**src/rtl/b32ce_pkg.sv**
```systemverilog
// b32ce_pkg: shared types and constants for the Bech32 checksum engine.
// Depends on nothing; used by b32ce_polymod, bech32_checksum_engine and the testbench.
package b32ce_pkg;

    localparam int RES_W  = 30;
    localparam int SYM_W  = 5;
    localparam int CHAR_W = 7;
    localparam int GEN_N  = 5;

    localparam logic [2:0] PAD_LAST  = 3'd5;
    localparam logic [2:0] EMIT_LAST = 3'd5;

    localparam logic [RES_W-1:0] RES_ONE = RES_W'(1);

    typedef logic [RES_W-1:0] res_t;
    typedef logic [SYM_W-1:0] sym_t;

    typedef enum logic [1:0] {
        CMD_PREFIX = 2'd0,
        CMD_DATA   = 2'd1,
        CMD_CREATE = 2'd2,
        CMD_VERIFY = 2'd3
    } cmd_t;

    function automatic res_t gen_coef(input int idx);
        res_t c;
        case (idx)
            0:       c = 30'h3b6a57b2;
            1:       c = 30'h26508e6d;
            2:       c = 30'h1ea119fa;
            3:       c = 30'h3d4233dd;
            4:       c = 30'h2a1462b3;
            default: c = '0;
        endcase
        return c;
    endfunction

endpackage

```
**src/rtl/b32ce_polymod.sv**
```systemverilog
// b32ce_polymod: one Bech32 polymod step, the shared unit of the engine.
// Depends on b32ce_pkg for widths and generator constants.
module b32ce_polymod (
    input  b32ce_pkg::res_t res_in,
    input  b32ce_pkg::sym_t sym_in,
    output b32ce_pkg::res_t res_out
);

    logic [b32ce_pkg::SYM_W-1:0] top;
    b32ce_pkg::res_t             acc;

    always_comb begin
        top = res_in[b32ce_pkg::RES_W-1 -: b32ce_pkg::SYM_W];
        acc = {res_in[b32ce_pkg::RES_W-b32ce_pkg::SYM_W-1:0], sym_in};
        for (int i = 0; i < b32ce_pkg::GEN_N; i++) begin
            if (top[i]) begin
                acc = acc ^ b32ce_pkg::gen_coef(i);
            end
        end
        res_out = acc;
    end

endmodule

```
**src/rtl/bech32_checksum_engine.sv**
```systemverilog
// bech32_checksum_engine: Bech32 polymod checksum over prefix and data beats.
// Depends on b32ce_pkg and b32ce_polymod.
//
// Prefix beats are taken while idle and land in an on-chip buffer. Once the
// prefix has been folded, each data beat goes straight through the single
// polymod step unit. The first data or finish beat of a message replays the
// buffer through that same unit, paced by the one buffer read port and its
// registered data. A create beat then pads the residue with zero symbols and
// gives six result beats; a verify beat gives one result beat. Each result
// beat waits for the output register to free. A message longer than
// MAX_PREFIX_CHARS prefix characters keeps the first ones and flags overflow
// on its results.
module bech32_checksum_engine #(
    parameter int MAX_PREFIX_CHARS = 64
) (
    input  logic       aclk,
    input  logic       aresetn,
    input  logic       s_valid,
    output logic       s_ready,
    input  logic [1:0] s_command,
    input  logic [6:0] s_value,
    output logic       m_valid,
    input  logic       m_ready,
    output logic [4:0] m_symbol,
    output logic       m_checksum_ok,
    output logic       m_last,
    output logic       m_overflow
);

    localparam int CNT_W = $clog2(MAX_PREFIX_CHARS + 1);
    localparam int IDX_W = (MAX_PREFIX_CHARS > 1) ? $clog2(MAX_PREFIX_CHARS) : 1;
    localparam logic [CNT_W-1:0] MAX_CNT = CNT_W'(MAX_PREFIX_CHARS);

    typedef enum logic [7:0] {
        ST_IDLE   = 8'b0000_0001,
        ST_FOLDHI = 8'b0000_0010,
        ST_FOLDZ  = 8'b0000_0100,
        ST_FOLDLO = 8'b0000_1000,
        ST_APPLY  = 8'b0001_0000,
        ST_PAD    = 8'b0010_0000,
        ST_EMIT   = 8'b0100_0000,
        ST_VERIFY = 8'b1000_0000
    } state_t;

    state_t               state_reg, state_next;
    b32ce_pkg::res_t      residue_reg, residue_next;
    logic [CNT_W-1:0]     cnt_reg, cnt_next;
    logic [CNT_W-1:0]     rd_idx_reg, rd_idx_next;
    logic                 folded_reg, folded_next;
    logic                 ovf_reg, ovf_next;
    logic                 rd_vld_reg;
    logic [2:0]           step_cnt_reg, step_cnt_next;
    b32ce_pkg::cmd_t      pend_cmd_reg, pend_cmd_next;
    b32ce_pkg::sym_t      pend_sym_reg, pend_sym_next;

    logic                 m_valid_reg, m_valid_next;
    logic [4:0]           m_symbol_reg, m_symbol_next;
    logic                 m_ok_reg, m_ok_next;
    logic                 m_last_reg, m_last_next;
    logic                 m_ovf_reg, m_ovf_next;

    logic [b32ce_pkg::CHAR_W-1:0] mem [MAX_PREFIX_CHARS];
    logic [b32ce_pkg::CHAR_W-1:0] rd_data_reg;

    logic                 mem_we;
    logic                 issue;
    logic                 out_free;
    logic                 accept;
    b32ce_pkg::cmd_t      cmd_in;
    b32ce_pkg::sym_t      step_sym;
    b32ce_pkg::res_t      step_res;

    b32ce_polymod u_polymod (
        .res_in  (residue_reg),
        .sym_in  (step_sym),
        .res_out (step_res)
    );

    assign s_ready  = (state_reg == ST_IDLE);
    assign accept   = s_valid && s_ready;
    assign cmd_in   = b32ce_pkg::cmd_t'(s_command);
    assign out_free = !m_valid_reg || m_ready;
    assign issue    = ((state_reg == ST_FOLDHI) || (state_reg == ST_FOLDLO))
                      && (rd_idx_reg != cnt_reg);

    always_comb begin
        case (state_reg)
            ST_IDLE:   step_sym = s_value[4:0];
            ST_APPLY:  step_sym = pend_sym_reg;
            ST_FOLDHI: step_sym = {3'b000, rd_data_reg[6:5]};
            ST_FOLDLO: step_sym = rd_data_reg[4:0];
            default:   step_sym = '0;
        endcase
    end

    always_ff @(posedge aclk) begin
        if (mem_we) begin
            mem[cnt_reg[IDX_W-1:0]] <= s_value;
        end
        rd_data_reg <= mem[rd_idx_reg[IDX_W-1:0]];
    end

    always_comb begin
        state_next    = state_reg;
        residue_next  = residue_reg;
        cnt_next      = cnt_reg;
        rd_idx_next   = rd_idx_reg;
        folded_next   = folded_reg;
        ovf_next      = ovf_reg;
        step_cnt_next = step_cnt_reg;
        pend_cmd_next = pend_cmd_reg;
        pend_sym_next = pend_sym_reg;
        mem_we        = 1'b0;
        m_valid_next  = m_valid_reg && !m_ready;
        m_symbol_next = m_symbol_reg;
        m_ok_next     = m_ok_reg;
        m_last_next   = m_last_reg;
        m_ovf_next    = m_ovf_reg;

        case (state_reg)
            ST_IDLE: begin
                if (accept) begin
                    case (cmd_in)
                        b32ce_pkg::CMD_PREFIX: begin
                            if (!folded_reg) begin
                                if (cnt_reg < MAX_CNT) begin
                                    mem_we   = 1'b1;
                                    cnt_next = cnt_reg + 1'b1;
                                end else begin
                                    ovf_next = 1'b1;
                                end
                            end
                        end
                        b32ce_pkg::CMD_DATA: begin
                            if (folded_reg) begin
                                residue_next = step_res;
                            end else begin
                                pend_cmd_next = cmd_in;
                                pend_sym_next = s_value[4:0];
                                rd_idx_next   = '0;
                                state_next    = ST_FOLDHI;
                            end
                        end
                        default: begin
                            pend_cmd_next = cmd_in;
                            rd_idx_next   = '0;
                            state_next    = folded_reg ? ST_APPLY : ST_FOLDHI;
                        end
                    endcase
                end
            end
            ST_FOLDHI: begin
                if (issue) begin
                    rd_idx_next = rd_idx_reg + 1'b1;
                end
                if (rd_vld_reg) begin
                    residue_next = step_res;
                end
                if (!issue && !rd_vld_reg) begin
                    state_next = ST_FOLDZ;
                end
            end
            ST_FOLDZ: begin
                residue_next = step_res;
                rd_idx_next  = '0;
                state_next   = ST_FOLDLO;
            end
            ST_FOLDLO: begin
                if (issue) begin
                    rd_idx_next = rd_idx_reg + 1'b1;
                end
                if (rd_vld_reg) begin
                    residue_next = step_res;
                end
                if (!issue && !rd_vld_reg) begin
                    folded_next = 1'b1;
                    state_next  = ST_APPLY;
                end
            end
            ST_APPLY: begin
                case (pend_cmd_reg)
                    b32ce_pkg::CMD_DATA: begin
                        residue_next = step_res;
                        state_next   = ST_IDLE;
                    end
                    b32ce_pkg::CMD_CREATE: begin
                        step_cnt_next = '0;
                        state_next    = ST_PAD;
                    end
                    default: begin
                        state_next = ST_VERIFY;
                    end
                endcase
            end
            ST_PAD: begin
                residue_next  = step_res;
                step_cnt_next = step_cnt_reg + 1'b1;
                if (step_cnt_reg == b32ce_pkg::PAD_LAST) begin
                    residue_next  = step_res ^ b32ce_pkg::RES_ONE;
                    step_cnt_next = '0;
                    state_next    = ST_EMIT;
                end
            end
            ST_EMIT: begin
                if (out_free) begin
                    m_valid_next  = 1'b1;
                    m_symbol_next = residue_reg[b32ce_pkg::RES_W-1 -: b32ce_pkg::SYM_W];
                    m_ok_next     = 1'b0;
                    m_last_next   = (step_cnt_reg == b32ce_pkg::EMIT_LAST);
                    m_ovf_next    = ovf_reg;
                    residue_next  = residue_reg << b32ce_pkg::SYM_W;
                    step_cnt_next = step_cnt_reg + 1'b1;
                    if (step_cnt_reg == b32ce_pkg::EMIT_LAST) begin
                        residue_next = b32ce_pkg::RES_ONE;
                        cnt_next     = '0;
                        folded_next  = 1'b0;
                        ovf_next     = 1'b0;
                        state_next   = ST_IDLE;
                    end
                end
            end
            ST_VERIFY: begin
                if (out_free) begin
                    m_valid_next  = 1'b1;
                    m_symbol_next = '0;
                    m_ok_next     = (residue_reg == b32ce_pkg::RES_ONE);
                    m_last_next   = 1'b1;
                    m_ovf_next    = ovf_reg;
                    residue_next  = b32ce_pkg::RES_ONE;
                    cnt_next      = '0;
                    folded_next   = 1'b0;
                    ovf_next      = 1'b0;
                    state_next    = ST_IDLE;
                end
            end
            default: begin
                state_next = ST_IDLE;
            end
        endcase
    end

    always_ff @(posedge aclk) begin
        if (!aresetn) begin
            state_reg    <= ST_IDLE;
            residue_reg  <= b32ce_pkg::RES_ONE;
            cnt_reg      <= '0;
            rd_idx_reg   <= '0;
            folded_reg   <= 1'b0;
            ovf_reg      <= 1'b0;
            rd_vld_reg   <= 1'b0;
            step_cnt_reg <= '0;
            pend_cmd_reg <= b32ce_pkg::CMD_PREFIX;
            m_valid_reg  <= 1'b0;
        end else begin
            state_reg    <= state_next;
            residue_reg  <= residue_next;
            cnt_reg      <= cnt_next;
            rd_idx_reg   <= rd_idx_next;
            folded_reg   <= folded_next;
            ovf_reg      <= ovf_next;
            rd_vld_reg   <= issue;
            step_cnt_reg <= step_cnt_next;
            pend_cmd_reg <= pend_cmd_next;
            m_valid_reg  <= m_valid_next;
        end
    end

    always_ff @(posedge aclk) begin
        pend_sym_reg <= pend_sym_next;
        m_symbol_reg <= m_symbol_next;
        m_ok_reg     <= m_ok_next;
        m_last_reg   <= m_last_next;
        m_ovf_reg    <= m_ovf_next;
    end

    assign m_valid       = m_valid_reg;
    assign m_symbol      = m_symbol_reg;
    assign m_checksum_ok = m_ok_reg;
    assign m_last        = m_last_reg;
    assign m_overflow    = m_ovf_reg;

endmodule

```
**config.mk**
```make
export PLATFORM = sky130hd
export DESIGN_NAME = bech32_checksum_engine
export DESIGN_NICKNAME = d
export VERILOG_FILES = /design/src/rtl/b32ce_pkg.sv /design/src/rtl/b32ce_polymod.sv /design/src/rtl/bech32_checksum_engine.sv
export SDC_FILE = /design/constraint.sdc
export NUM_CORES = 1
export LEC_CHECK = 0
export BUFFER_PORTS_ARGS = -buffer_cell sky130_fd_sc_hd__buf_2
export CORE_ASPECT_RATIO = 1.2
export CORE_MARGIN = 2
export CORE_UTILIZATION = 50
export CTS_CLUSTER_DIAMETER = 60
export DETAILED_ROUTE_END_ITERATION = 10
export GPL_ROUTABILITY_DRIVEN = 0
export PLACE_DENSITY = 0.68
export SYNTH_ARGS = -nofsm -noshare
export SYNTH_HDL_FRONTEND = slang
export SYNTH_SLANG_ARGS = --single-unit
```
**constraint.sdc**
```tcl
create_clock -name aclk -period 2.5 [get_ports aclk]
set_clock_uncertainty 0.15 [all_clocks]
set_input_delay 0.75 -clock aclk [delete_from_list [all_inputs] [get_ports aclk]]
set_output_delay 0.75 -clock aclk [all_outputs]
set_load 0.02 [all_outputs]
```
# Yosys cells after proc, flatten, opt, wreduce, memory -nomap -nowiden
# Memory sizes are Yosys's and may differ from the RTL's. A register that Yosys moved wholly into a read port is not among the register bits.
# Index checks and enable logic that the tools add are counted.
[word_totals]
out_inout_bits = 10
mem_bits_rw = 448
regBits = 74
in_bits = 13
n_memories = 1
[classes]
n_mux = 79
eq_ne = 34
addsub = 3
n_lt_le_gt_ge = 1
n_reduce_logical = 30
bitwise_logic = 8
[mem_list]
columns = ["memory", "words", "width", "read_ports", "rd_clocked_by_memory_dff", "write_ports", "line_no", "rtl"]
rows = [
  ["mem", 64, 7, 1, 1, 1, "bech32_checksum_engine.sv:62", "logic [b32ce_pkg::CHAR_W-1:0] mem [MAX_PREFIX_CHARS];"],
]
[op_table]
columns = ["op", "count"]
rows = [
  ["two-way mux 30 bit", 18],
  ["one-hot mux 30 bit (7 select lines)", 1],
  ["bitwise XOR 30 bit", 5],
  ["two-way mux 7 bit", 10],
  ["two-way mux 8 bit", 8],
  ["one-hot mux 8 bit (8 select lines)", 1],
  ["one-hot mux 7 bit (3 select lines)", 2],
  ["one-hot mux 8 bit (2 select lines)", 2],
  ["equality test 30 x 1 -> 1 bit (second input constant)", 1],
  ["AND reduction 8 bit", 3],
  ["two-way mux 1 bit", 21],
  ["!= test 2 bit (second input constant)", 10],
  ["one-hot mux 5 bit (4 select lines)", 1],
  ["!= test 2 x 1 -> 1 bit (second input constant)", 9],
  ["two-way mux 5 bit", 3],
  ["adder 7 x 1 -> 7 bit (second input constant)", 2],
  ["one-hot mux 7 bit (2 select lines)", 1],
  ["nonzero test 3 bit", 4],
  ["one-hot mux 5 bit (2 select lines)", 1],
  ["AND reduction 5 bit", 2],
  ["two-way mux 3 bit", 3],
  ["one-hot mux 3 bit (3 select lines)", 1],
  ["AND reduction 9 bit", 1],
  ["equality test 8 x 1 -> 1 bit (second input constant)", 1],
  ["other kinds (29)", 44],
]

# Logic depth before layout (Yosys ltp)
# Gate-level depths: netlist (run 1).
[logic_depth]
ltp_word = 16
depth_mapped = 9
mapped_depth_nobuf = 8

# By module
# From an unflattened synthesis (run 1), not the netlist that was laid out.
[unflattened]
hier_cells = 1354
hier_area_um2 = 22312.6
[by_module_without_submodules]
columns = ["mod", "cells_each", "area_per_inst_um2", "instances", "seq_area_each_um2"]
rows = [
  ["bech32_checksum_engine", 1305, 21708.3, 1, 15204.6],
  ["b32ce_polymod", 49, 604.3, 1, 0.0],
]

# Worst setup path after synthesis (run 1)
# No wires, ideal clock.
[synth_timing]
path_type = "register to register"
start = "register state_reg[7]"
end = "memory mem[61][0] (netlist name) (enable)"
path_stages_with_launch = 9
synth_period_minus_slack_ns = 2.822
required_ns = 1.990
setup_ns = 0.360
slack_ns = -0.322
arrival_time_ns = 2.312
path_buffers = 2
cell_sequence = "dfxtp_1 -> buf_6 -> or4_4 -> nor4b_4 -> buf_6 -> and3_2 -> and2b_4 -> nand3_4 -> nor2_1"
[synth_between]
elab_chain_cells = 6
[synth_lines]
columns = ["item", "line_no", "rtl"]
rows = [
  ["start: declaration", "bech32_checksum_engine.sv:45", "state_t state_reg, state_next;"],
  ["start signal: assignment", "bech32_checksum_engine.sv:255", "state_reg <= state_next;"],
  ["equality test 8 x 1 -> 1 bit *", "bech32_checksum_engine.sv:79", "assign s_ready = (state_reg == ST_IDLE);"],
  ["via s_ready", "bech32_checksum_engine.sv:19", "output logic s_ready,"],
  ["logical AND 1 bit", "bech32_checksum_engine.sv:80", "assign accept = s_valid && s_ready;"],
  ["two-way mux 1 bit", "bech32_checksum_engine.sv:122", "if (accept) begin"],
  ["two-way mux 1 bit *", "bech32_checksum_engine.sv:120", "case (state_reg)"],
  ["two-way mux 1 bit *", "bech32_checksum_engine.sv:97", "if (mem_we) begin"],
  ["two-way mux 1 bit (implied by the code) *", "bech32_checksum_engine.sv:98", "mem[cnt_reg[IDX_W-1:0]] <= s_value;"],
  ["end: declaration", "bech32_checksum_engine.sv:62", ""],
]
# Mark *: on every way through the listed nets, which the timed path passes. The rest lies on a longest branch.

# Worst setup path after layout (run 1)
[layout_timing]
start = "register state_reg[7]"
end = "output port s_ready"
[layout_between]
elab_chain_cells = 1
[layout_lines]
columns = ["item", "line_no"]
rows = [
  ["equality test 8 x 1 -> 1 bit", "bech32_checksum_engine.sv:79"],
  ["end: declaration", "bech32_checksum_engine.sv:19"],
]
# Every way passes these cells.

==> impl_metrics.ini, run 1 <==
[outcome]
status = finished, violations left
violations = negative setup slack

[final_layout]
fin_nets = 1464
largest_reg_flops = 448
instances_no_fill = 2035
diodes = 0
layout-drive-gt1-share = 0.383
area_delta_synth_final_pct = 23.4

[sta]
slew_viol_final = 0
hold_viol_final = 0
post-route-period-util = 1.16
rsz0062_at_grt = true
setup_viol = 454
tns_ns = -85.77
slew_headroom = 0.358
worst_pin_slew_ns = 0.960
setup_slack_ns = -0.394
finalCriticalPeriod_ns = 2.89
fmax_mhz = 346
fin_hold_ws_ns = 0.330

[synthesis]
synth_seq_area_share = 0.697
synth_fa_ha_area_frac = 0.00459
synth_area_leaders = edfxtp_1, mux4_2, dfxtp_1, nor2_1, xnor2_1
syn_area_per_cell_um2 = 17.5
synth_seq_cells = 529
synth_top_family_by_area = multiplexers
synthCells = 1250
syn-cell-area_um2 = 21800
yosysMostFrequentCell = edfxtp_1
postSynth.asyncResetShare = 0
synth.top_cell.area_share = 0.634
synth_cell_types = 71
synthXorXnorAreaFrac = 0.0201
synth_top_cell_by_area = edfxtp_1
synth_edf_count = 461
syn-num-nets = 1271
yosys_warnings = 0
synth_compound_area_frac = 0.0437
synth_mux_area_frac = 0.146
synth_commonest_cells = edfxtp_1, mux4_2, nor2_1
synth-main-ff-cell = edfxtp_1
synth-simple-area-share = 0.0705

[die]
core_area_um2 = 42900
die_w_um = 195
rows = 83
die-area_um2 = 45300
initial_core_util = 0.509
pin_count = 23
die_h_um = 233

[run]
cap_violations = 0

[detailed_routing]
vias = 12300
drc_errors = 0
wire_per_inst_um = 25.4
wl_um = 51600
vias_per_cell = 6.04
route.antenna.remaining_nets = 0
drtIter0Drc = 1032
drt_pass1_iterations = 6

[clocking]
clk_path_buf_depth = 3
clk_latency_ns = 0.59
cts_tree = done
cts_buffers = 51
clockRootBuffer = clkbuf_16
clk_pin_slew_worst_paths_ns = 0.06
cts_hold_buffers = 0
cts_max_level = 2
clock-sinks = 529

[critical_path]
start_kind = flip-flop
crit_path_max_fanout = 2
crit_required_ns = 1.60
r2r-start = state_reg[7]
end_kind = output port
arrival_ns = 1.99
critical_path.startpoint = state_reg[7]
path_class = flip-flop to output port

[global_route]
grt_pass1_wl_um = 77600
grt_remaining_overflow = 0
grt_pass1_vias = 12600
grt_start_max_net_pins = 66
antenna_found_initial = 0
grt_usage = 0.232

[placement]
dpl.hpwl_um = 32100
io_buffers = 22
placedCellCount = 1913

[pwr]
power_mw = 22.2
ir_drop_mv = 0.501
power_density_nw_per_um2 = 824
p_leak_nw = 8.62

[hold_path]
min_from = step_cnt_reg[2]
hold_path_class = flip-flop to flip-flop
## per-layer routing
| layer | track usage | vias to the layer above | wire [um] |
|---|---|---|---|
| li1 | - | 5414 | - |
| met1 | 0.301 | 6413 | 20400 |
| met5 | 0 | - | 0 |
| met3 | 0.0342 | 93 | 2870 |
| met4 | 0.0839 | 0 | 1670 |
| met2 | 0.401 | 368 | 26700 |
## path summary, 6_finish.rpt
kind | endpoint | slack [ns] | cells after the start
max | s_ready | -0.39 | 4
min | step_cnt_reg[2] | 0.33 | 2
max reg2reg | mem[55][4] | -0.26 | 9
min reg2reg | step_cnt_reg[2] | 0.33 | 2
## cells in the final DEF (no fill, tap or decap), types with 15 or more instances in the layout
cell type and count:
a21oi_1 29, a22oi_1 22, buf_12 30, buf_2 21, buf_4 88, buf_6 68, clkbuf_16 54, dfxtp_1 63
edfxtp_1 461, mux4_2 140, nand2_1 33, nand3_1 24, nor2_1 50, nor2_4 64, nor3_1 18, o21ai_0 17
xnor2_1 34, xor2_1 15
## stage by stage
step | util | setup slack (ns) | area, um2
floorplan | - | -0.288 | 22000
global placement | 0.559 | -0.265 | 24000
detailed placement | 0.559 | -0.294 | 24000
CTS | 0.621 | -0.470 | 26600
global route | 0.628 | -0.446 | 26900
finish | 0.628 | -0.394 | 26900
## cell families after synthesis
family,count (synthesis)
compound gates,137
simple gates,292
flops,529
mux,143
buf+inv,91
xor+xnor,50
fa+ha+maj,8
## power breakdown
part           total (mW)  switching, mW  leakage, nW  internal (mW)
combinational        4.19           2.27         3.07           1.92
clock                7.85           3.30        0.837           4.55
sequential           10.2          0.312         4.71           9.84
total                22.2           5.88         8.62           16.3
## worst max-delay path, stage by stage, from the launching register on
cell and delay (ns):
dfxtp_2 0.32, or4_4 0.59, nor4b_4 0.27, buf_6 0.15, buf_6 0.11
## area by class of cell
cell class                 count  area, um2
clock buffer                  57       1320
clock inverter                36        394
fill                        2919      16000
inverter                      13       48.8
multi-input combinational    630       6880
sequential                   529      15200
tap                          552        691
timing repair buffer         218       2380
## what timing repair did
item                                    in CTS  in global routing
pin swaps                                   19                 31
gates cloned                                 5                  2
endpoints found under the setup margin     456                497
resized for setup                          164                 48
buffers inserted                            14                 10
Power figures use the tool's default switching activity.
==> run 2, diff against run 1 <==
Settings changed: SETUP_SLACK_MARGIN from default to 0.4.
==> run 2 against run 1 <==
Net effect: the flow still finishes with violations (negative setup slack); first-iteration DRC count decreased by 10%; clock power shrank 2%; utilization increased by 2.1 points; cell area is 3.3% higher; critical path type unchanged.
==> impl_metrics.ini, run 2 (synthesized netlist as in run 1, its figures left out) <==
[outcome]
status = finished, violations left
violations = negative setup slack

[sta]
setup_slack_ns = -0.432
post-route-period-util = 1.17
slew_headroom = 0.366
slew_viol_final = 0
hold_viol_final = 0
rsz0062_at_grt = true
finalCriticalPeriod_ns = 2.93
setup_viol = 453
fin_hold_ws_ns = 0.308
worst_pin_slew_ns = 0.949
fmax_mhz = 341

[pwr]
p_leak_nw = 8.89
power_density_nw_per_um2 = 875
ir_drop_mv = 0.759
clock_power_share = 0.317
switching_share = 0.287
pwr-share-seq = 0.419
p_switching_mw = 7.00
p_int_mw = 17.4
combinationalPowerShare = 0.265

[critical_path]
crit_path_max_fanout = 2
start_kind = flip-flop
end_kind = output port
r2r_cells = 10
crit_end = s_ready
path_class = flip-flop to output port
r2r-start = state_reg[7]
crit_required_ns = 1.60
reg2reg_to = mem[9][4]
critical_path.startpoint = state_reg[7]
reg2reg_slack_ns = -0.31
arrival_ns = 2.03

[global_route]
grt_usage = 0.237
antenna_found_initial = 1
grt_start_max_net_pins = 66
grt_remaining_overflow = 0
grt_pass1_wl_um = 79500
grt_pass1_vias = 12500

[hold_path]
hold_path_class = flip-flop to flip-flop

[die]
rows = 83
initial_core_util = 0.509
pin_count = 23
die_w_um = 195
die-area_um2 = 45300
die_h_um = 233
core_area_um2 = 42900

[final_layout]
largest_reg_flops = 448
layout-drive-gt1-share = 0.428
layout.cells.most_common = edfxtp_1
diodes = 0
final_core_util = 0.649
postLayoutCellArea_um2 = 27800
fin_nets = 1497
final_cell_mix = edfxtp_1, mux4_2, buf_6, buf_4, nor2_4
area_delta_synth_final_pct = 27.5

[detailed_routing]
m1WireLength_um = 21000
met2WireLength_um = 28000
vias = 12700
dr_wl_met3_um = 3460
drt_pass1_iterations = 5
drtIter0Drc = 924
route.antenna.remaining_nets = 0
wire_per_inst_um = 26.4
dr.max_layer_used = met5
wl_um = 54600
drc_errors = 0
vias_per_cell = 6.15

[clocking]
clk_path_buf_depth = 3
clk_latency_ns = 0.61
clk_pin_slew_worst_paths_ns = 0.06
clockRootBuffer = clkbuf_16
cts_buffers = 50
cts_max_level = 2
cts_tree = done
clock-sinks = 529

[placement]
io_buffers = 22
dpl.hpwl_um = 33000
dp_slack_ns = -0.332
place_area_um2 = 23900

[run]
cap_violations = 0
## run 2: changes by cell type in the layout (fill, tap and decap cells not counted), moves of 9 or more
cell,previous run,this run
buf_6,68,89
a211oi_1,11,1
a22oi_2,10,24
a22oi_1,22,8
clkinv_2,12,3
## run 2: power by group through the flow
stage	combinational (mW)	sequential (mW)	clock, mW
floorplan	2.69	10.2	0
global placement	3.87	10.3	0
detailed placement	3.95	10.3	0
CTS	4.76	10.1	7.83
global route	6.81	10.2	8.12
finish	6.45	10.2	7.72
## run 2: what timing repair did
action	4_1_cts	5_1_grt
setup endpoints to repair	516	525
setup buffers	22	31
pin swaps	34	61
gates resized for setup	176	173
hold buffers	0	0
endpoints found under the hold margin	0	0
gates cloned	6	8
## run 2: worst max-delay path: stages, from the launching register on
cell,delay [ns]
dfxtp_2,0.32
or4_4,0.55
nor4b_4,0.29
buf_6,0.16
buf_6,0.11
## run 2: routing by layer
layer / global-route usage / vias up
li1: - / 5488
met1: 0.305 / 6564
met2: 0.411 / 505
met3: 0.0380 / 137
met4: 0.0839 / 2
met5: 0 / -
## run 2: per-stage QoR
step                      power [mW]  setup TNS, ns  instances
after detailed placement        14.3         -74.75       1909
after global placement          14.2        -107.00       1909
final                           24.4         -80.35       2065
after global routing            25.1        -107.58       2065
after floorplan                 12.9        -101.40       1250
after CTS                       22.7         -74.05       2026
## run 2: how the worst min path moves through the flow
| stage | slack, ns | depth (start not counted) | start | endpoint |
|---|---|---|---|---|
| 3_5_place_dp | 0.28 | 0 | ovf_reg | m_overflow |
| 4_1_cts | 0.30 | 0 | ovf_reg | m_overflow |
| 5_1_grt | 0.31 | 0 | ovf_reg | m_overflow |
| 6_report | 0.31 | 0 | ovf_reg | m_overflow |
| 3_3_place_gp | 0.28 | 0 | ovf_reg | m_overflow |
| 2_1_floorplan | 0.26 | 0 | ovf_reg | m_overflow |
## run 2: layout make-up
cell class / count / area, um2
inverter: 13 / 48.8
tap: 552 / 691
sequential: 529 / 15200
clock buffer: 59 / 1280
multi-input combinational: 630 / 7320
fill: 2795 / 15100
timing repair buffer: 252 / 2870
clock inverter: 30 / 383
